==> src/wtvm_ram.sv <==
// ----------------------------------------------------------------------------
// wtvm_ram
// Simple dual-port synchronous RAM, one write and one registered read port.
// ----------------------------------------------------------------------------
module wtvm_ram #(
  parameter int DEPTH = 16,
  parameter int WIDTH = 8
) (
  input  logic                     clk,
  input  logic                     we,
  input  logic [$clog2(DEPTH)-1:0] waddr,
  input  logic [WIDTH-1:0]         wdata,
  input  logic                     re,
  input  logic [$clog2(DEPTH)-1:0] raddr,
  output logic [WIDTH-1:0]         rdata
);

  logic [WIDTH-1:0] mem [DEPTH];

  always_ff @(posedge clk) begin
    if (we) begin
      mem[waddr] <= wdata;
    end
  end

  // read data holds until the next read
  always_ff @(posedge clk) begin
    if (re) begin
      rdata <= mem[raddr];
    end
  end

endmodule

==> config.mk <==
export PLATFORM = sky130hd
export DESIGN_NAME = wtvm_ram
export DESIGN_NICKNAME = d
export VERILOG_FILES = /design/src/wtvm_ram.sv
export SDC_FILE = /design/constraint.sdc
export NUM_CORES = 1
export LEC_CHECK = 0
export BUFFER_PORTS_ARGS = -buffer_cell sky130_fd_sc_hd__buf_2
export CAP_MARGIN = 20
export CORE_ASPECT_RATIO = 1.4
export CORE_MARGIN = 2
export CORE_UTILIZATION = 55
export DETAILED_ROUTE_END_ITERATION = 16
export GPL_TIMING_DRIVEN = 0
export PLACE_DENSITY = 0.73
export SYNTH_ARGS = -nofsm -noshare
export SYNTH_HDL_FRONTEND = slang
export SYNTH_SLANG_ARGS = --single-unit
==> constraint.sdc <==
create_clock -name clk -period 3.5 [get_ports clk]
set_input_delay 1.05 -clock clk [delete_from_list [all_inputs] [get_ports clk]]
set_output_delay 1.05 -clock clk [all_outputs]
set_load 0.01 [all_outputs]
# After elaboration in Yosys (flattened, before gate mapping)
# Memory sizes are Yosys's and may differ from the RTL's. A register that Yosys moved wholly into a read port is not among the register bits.
# Cells that the tools add are included.
[totals]
register_bits = 0
ram_bits = 128
memories = 1
[op_classes]
mux = 2
[mem_list]
columns = ["name", "depth", "width", "read_ports", "rd_ports_with_merged_regs", "write_ports", "line", "rtl"]
rows = [
  ["mem", 16, 8, 1, 1, 1, "18", "logic [WIDTH-1:0] mem [DEPTH];"],
]
[ops]
columns = ["cell", "count"]
rows = [
  ["$mux W1", 2],
]

# Logic depth before layout (Yosys ltp)
[depth]
ltp_word = 2
depth_mapped = 5
ltp_nobuf = 3

# Worst setup path before layout
# No wires, ideal clock.
[synth_timing]
kind = "in2reg"
start = "input port waddr[2]"
end = "memory mem[0][0], enable pin"
setup_ns = 0.383
arrival_time_ns = 2.160
required_ns = 3.117
setup_slack_ns = 0.957
stages = 2
path_cell_list = "or3b_2 > nor3_1"
[synth_rtl]
columns = ["item", "line", "rtl"]
rows = [
  ["from (decl)", "11", "input logic [$clog2(DEPTH)-1:0] waddr,"],
  ["to (decl)", "18", ""],
]
# Straight into the memory's write port.

# Worst setup path after layout
[layout_timing]
start = "input port waddr[2]"
end = "memory mem[1][5], enable pin"
# Straight into the memory's write port.

==> PnR_summary.wiki <==
{| class="wikitable"
! Metric !! Value
|-
| Clk sink count || around 140
|-
| Kind of start point of the critical path || input port
|-
| Number of resized instances in the post-cts repair step || 0
|-
| Area growth from synthesis to final layout || 15.3%
|-
| CP max-delay cell || nor2_1
|-
| Kind of end point of the critical path || flip-flop
|-
| Placer Congestion || just over 0.8
|-
| Boundary Pins || 27
|-
| Fraction of registers with async set or reset after synthesis || 0%
|-
| Post-route clock period utilization || approximately 66%
|-
| Cell with the most instances after synthesis || edfxtp_1
|-
| Number of nets in the synthesized netlist || roughly 250
|-
| Number of fill cells in the layout || roughly 620
|-
| Share of layout cells above drive strength 1 || between 20% and 30%
|-
| Number of register bits inferred by synthesis || between 100 and 150
|-
| Buffer cell driving the clock tree root || clkbuf_16
|-
| Number of buffers added on ports || 25
|-
| Outcome || completed
|-
| Total track usage || between 20% and 30%
|-
| Total CTS buffers || 17
|-
| Nets || between 200 and 300
|-
| LEAKAGE || between 2 and 2.5 nW
|-
| Post-CTS setup buffer count || 0
|-
| Worst-case headroom to the max-slew limit || a little over two fifths
|-
| Die X-Extent || around 86 um
|-
| Number of detailed-routing iterations run before antenna repair || 4
|-
| Worst-Skew Late Latency || 0.41 ns
|-
| Pin count of the biggest net entering global routing || 17
|-
| CTS tree || built
|-
| Initial detailed-routing violation count || approximately 180
|-
| Buffers and inverters on the worst path || 1
|-
| Remaining design rule violation count || 0
|-
| Count of endpoints failing setup in the final report || 0
|-
| Ys Warns || 0
|-
| Area leader, netlist || edfxtp_1
|-
| Category of the most critical setup path || in -> reg
|-
| RSZ-0062 raised after global routing || false
|-
| Hold violation total from the final report || 0
|-
| Total count of max-transition violations in the final report || 0
|-
| Fin crit period || ~2.3 ns
|-
| HP Class || reg -> reg
|-
| Dominant delay contributor by cell family on the critical path || simple AND/OR/NAND/NOR gates
|-
| Area of the core || ~9400 um^2
|-
| Pwr per Cell Area || between 500 and 600 nW/um^2
|-
| Global-route wire length before repair || around 14000 um
|-
| Number of synthesized flops with an enable pin || between 100 and 150
|-
| Primary flip-flop cell chosen by synthesis mapping || edfxtp_1
|-
| Detail Route Antenna Nets || 0
|-
| Total routed wirelength || around 9800 um
|-
| Final Skew || roughly 0.0038 ns
|-
| Total number of vias || 2453
|-
| H-tree depth || 4
|-
| Clock transition time at the flip-flop clock pins of the worst setup and hold paths || about 0.050 ns
|-
| Worst slew pin tran || 0.847 ns
|-
| Total negative slack for setup checks || 0 ns
|-
| Required arrival time at the worst endpoint || 3.53 ns
|-
| Yosys top cell area share || between 70% and 80%
|-
| Worst supply voltage drop on vdd || 0.430 mV
|-
| Number of inserted diodes || 0
|-
| Effective utilization at floorplan || a little under three fifths
|-
| Via count of the first global-routing pass || between 2000 and 3000
|-
| Netlist area before placement || 5230 um^2
|-
| Final cell utilization of the core || about 64%
|-
| Commonest cells post-synth || 136 x edfxtp_1, 18 x mux4_2, 16 x a22oi_1
|-
| Site Rows || between 40 and 50
|-
| Number of antenna violations at the first check in global routing || 0
|-
| Crit path arrival time || between 2 and 2.5 ns
|-
| Sequential-to-total area share from yosys stat || 78.1%
|-
| Count of hold-fix buffers inserted at cts || 0
|-
| Longest individual stage delay on the worst path || roughly 0.64 ns
|-
| Average wire per cell in the routed design || 24.6 um
|-
| Hpwl dp || between 6000 and 7000 um
|-
| Synthesized area per cell || between 20 and 25 um^2
|-
| Number of buffers between clock root and the deepest sink || 2
|-
| Multi-input gate area || around 1100 um^2
|-
| Via-per-instance ratio || a little over 6
|-
| Maximum capacitance violations || 0
|-
| Register Area || between 4000 and 5000 um^2
|-
| Top post-synthesis cells by area || edfxtp_1 78%, mux4_2 7.8%, mux4_1 7.0%
|-
| Timing-limited maximum frequency || 433 MHz
|-
| Vertical die dimension || ~120 um
|-
| Total global routing overflow || 0
|-
| Ordered list of cells on the worst path || buf_2, or3b_2, nor2_1
|-
| Cell variety after synth || 18
|-
| Number of instances in the synthesized netlist || about 230
|-
| Area of the die || 10300 um^2
|-
| Maximum fanout along the worst path || 8
|}
cell families (layout without fill, tap and decap cells):
kind of cell	after synthesis	in the layout	share of synthesized area [%]
compound gates	16	16	2.30
flops	136	136	78.1
simple gates	35	35	3.14
mux	32	32	14.8
buf+inv	10	70	1.65
where the power goes:
part / internal [mW] / switching, mW
Clock: 0.961 / 0.583
Combinational: 0.0717 / 0.104
Sequential: 1.84 / 0.00776
Total: 2.87 / 0.695
registers in the layout (all words and copies together) (netlist names):
name   flops
rdata      8
mem      128
cell type report:
class | instances | share of cell area (%)
timing repair buffer | 29 | 2.57
clock buffer | 25 | 7.56
tap | 110 | 2.28
clock inverter | 6 | 0.851
sequential | 136 | 67.8
multi-input combinational | 83 | 17.5
buffer | 10 | 1.43
per-stage QoR:
stage	std cells	total power [mW]	area (um^2)	hold WS (ns)	setup slack, ns
global placement	364	2.04	5490	0.747	0.383
global route	399	3.66	6030	0.818	1.10
floorplan	229	1.97	5230	0.705	0.957
detailed placement	368	2.05	5520	0.758	0.754
finish	399	3.56	6030	0.775	1.19
CTS	399	3.58	6030	0.770	1.19
worst paths after layout:
check	startpoint	end	slack [ns]	cells past startpoint
worst max-delay path	waddr[2]	mem[1][5]	1.19	3
worst min-delay path	mem[12][2]	rdata[2]	0.77	3
worst max register to register	mem[1][1]	rdata[1]	1.86	3
worst min register to register	mem[12][2]	rdata[2]	0.77	3
tightest hold or removal path, stage by stage, from the launching register on:
cell	delay, ns
edfxtp_1	0.31
mux4_2	0.24
a22oi_1	0.06
nand2_1	0.06
layout by cell type, fill, tap and decap left out, drive strengths merged:
master and instances:
nand2b 2, nor2 13, nand2 9, edfxtp 136
mux4 32, a22oi 16, nand3b 2, or3b 1
and2b 1, clkinv 5, bufinv 1, and2 1
nor2b 1, nand3 1, buf 36, clkbuf 25
clkdlybuf4s25 3, nor3 4
layer usage:
metal  track usage [%]  share of wire [%]  vias up
met2              33.2                 52       93
met4              8.50                2.3        0
li1                  -                  -     1075
met3              6.44                6.0       15
met1              25.9                 40     1270
met5                 0                  0        -
No activity file was read; power rests on OpenSTA's default activity.
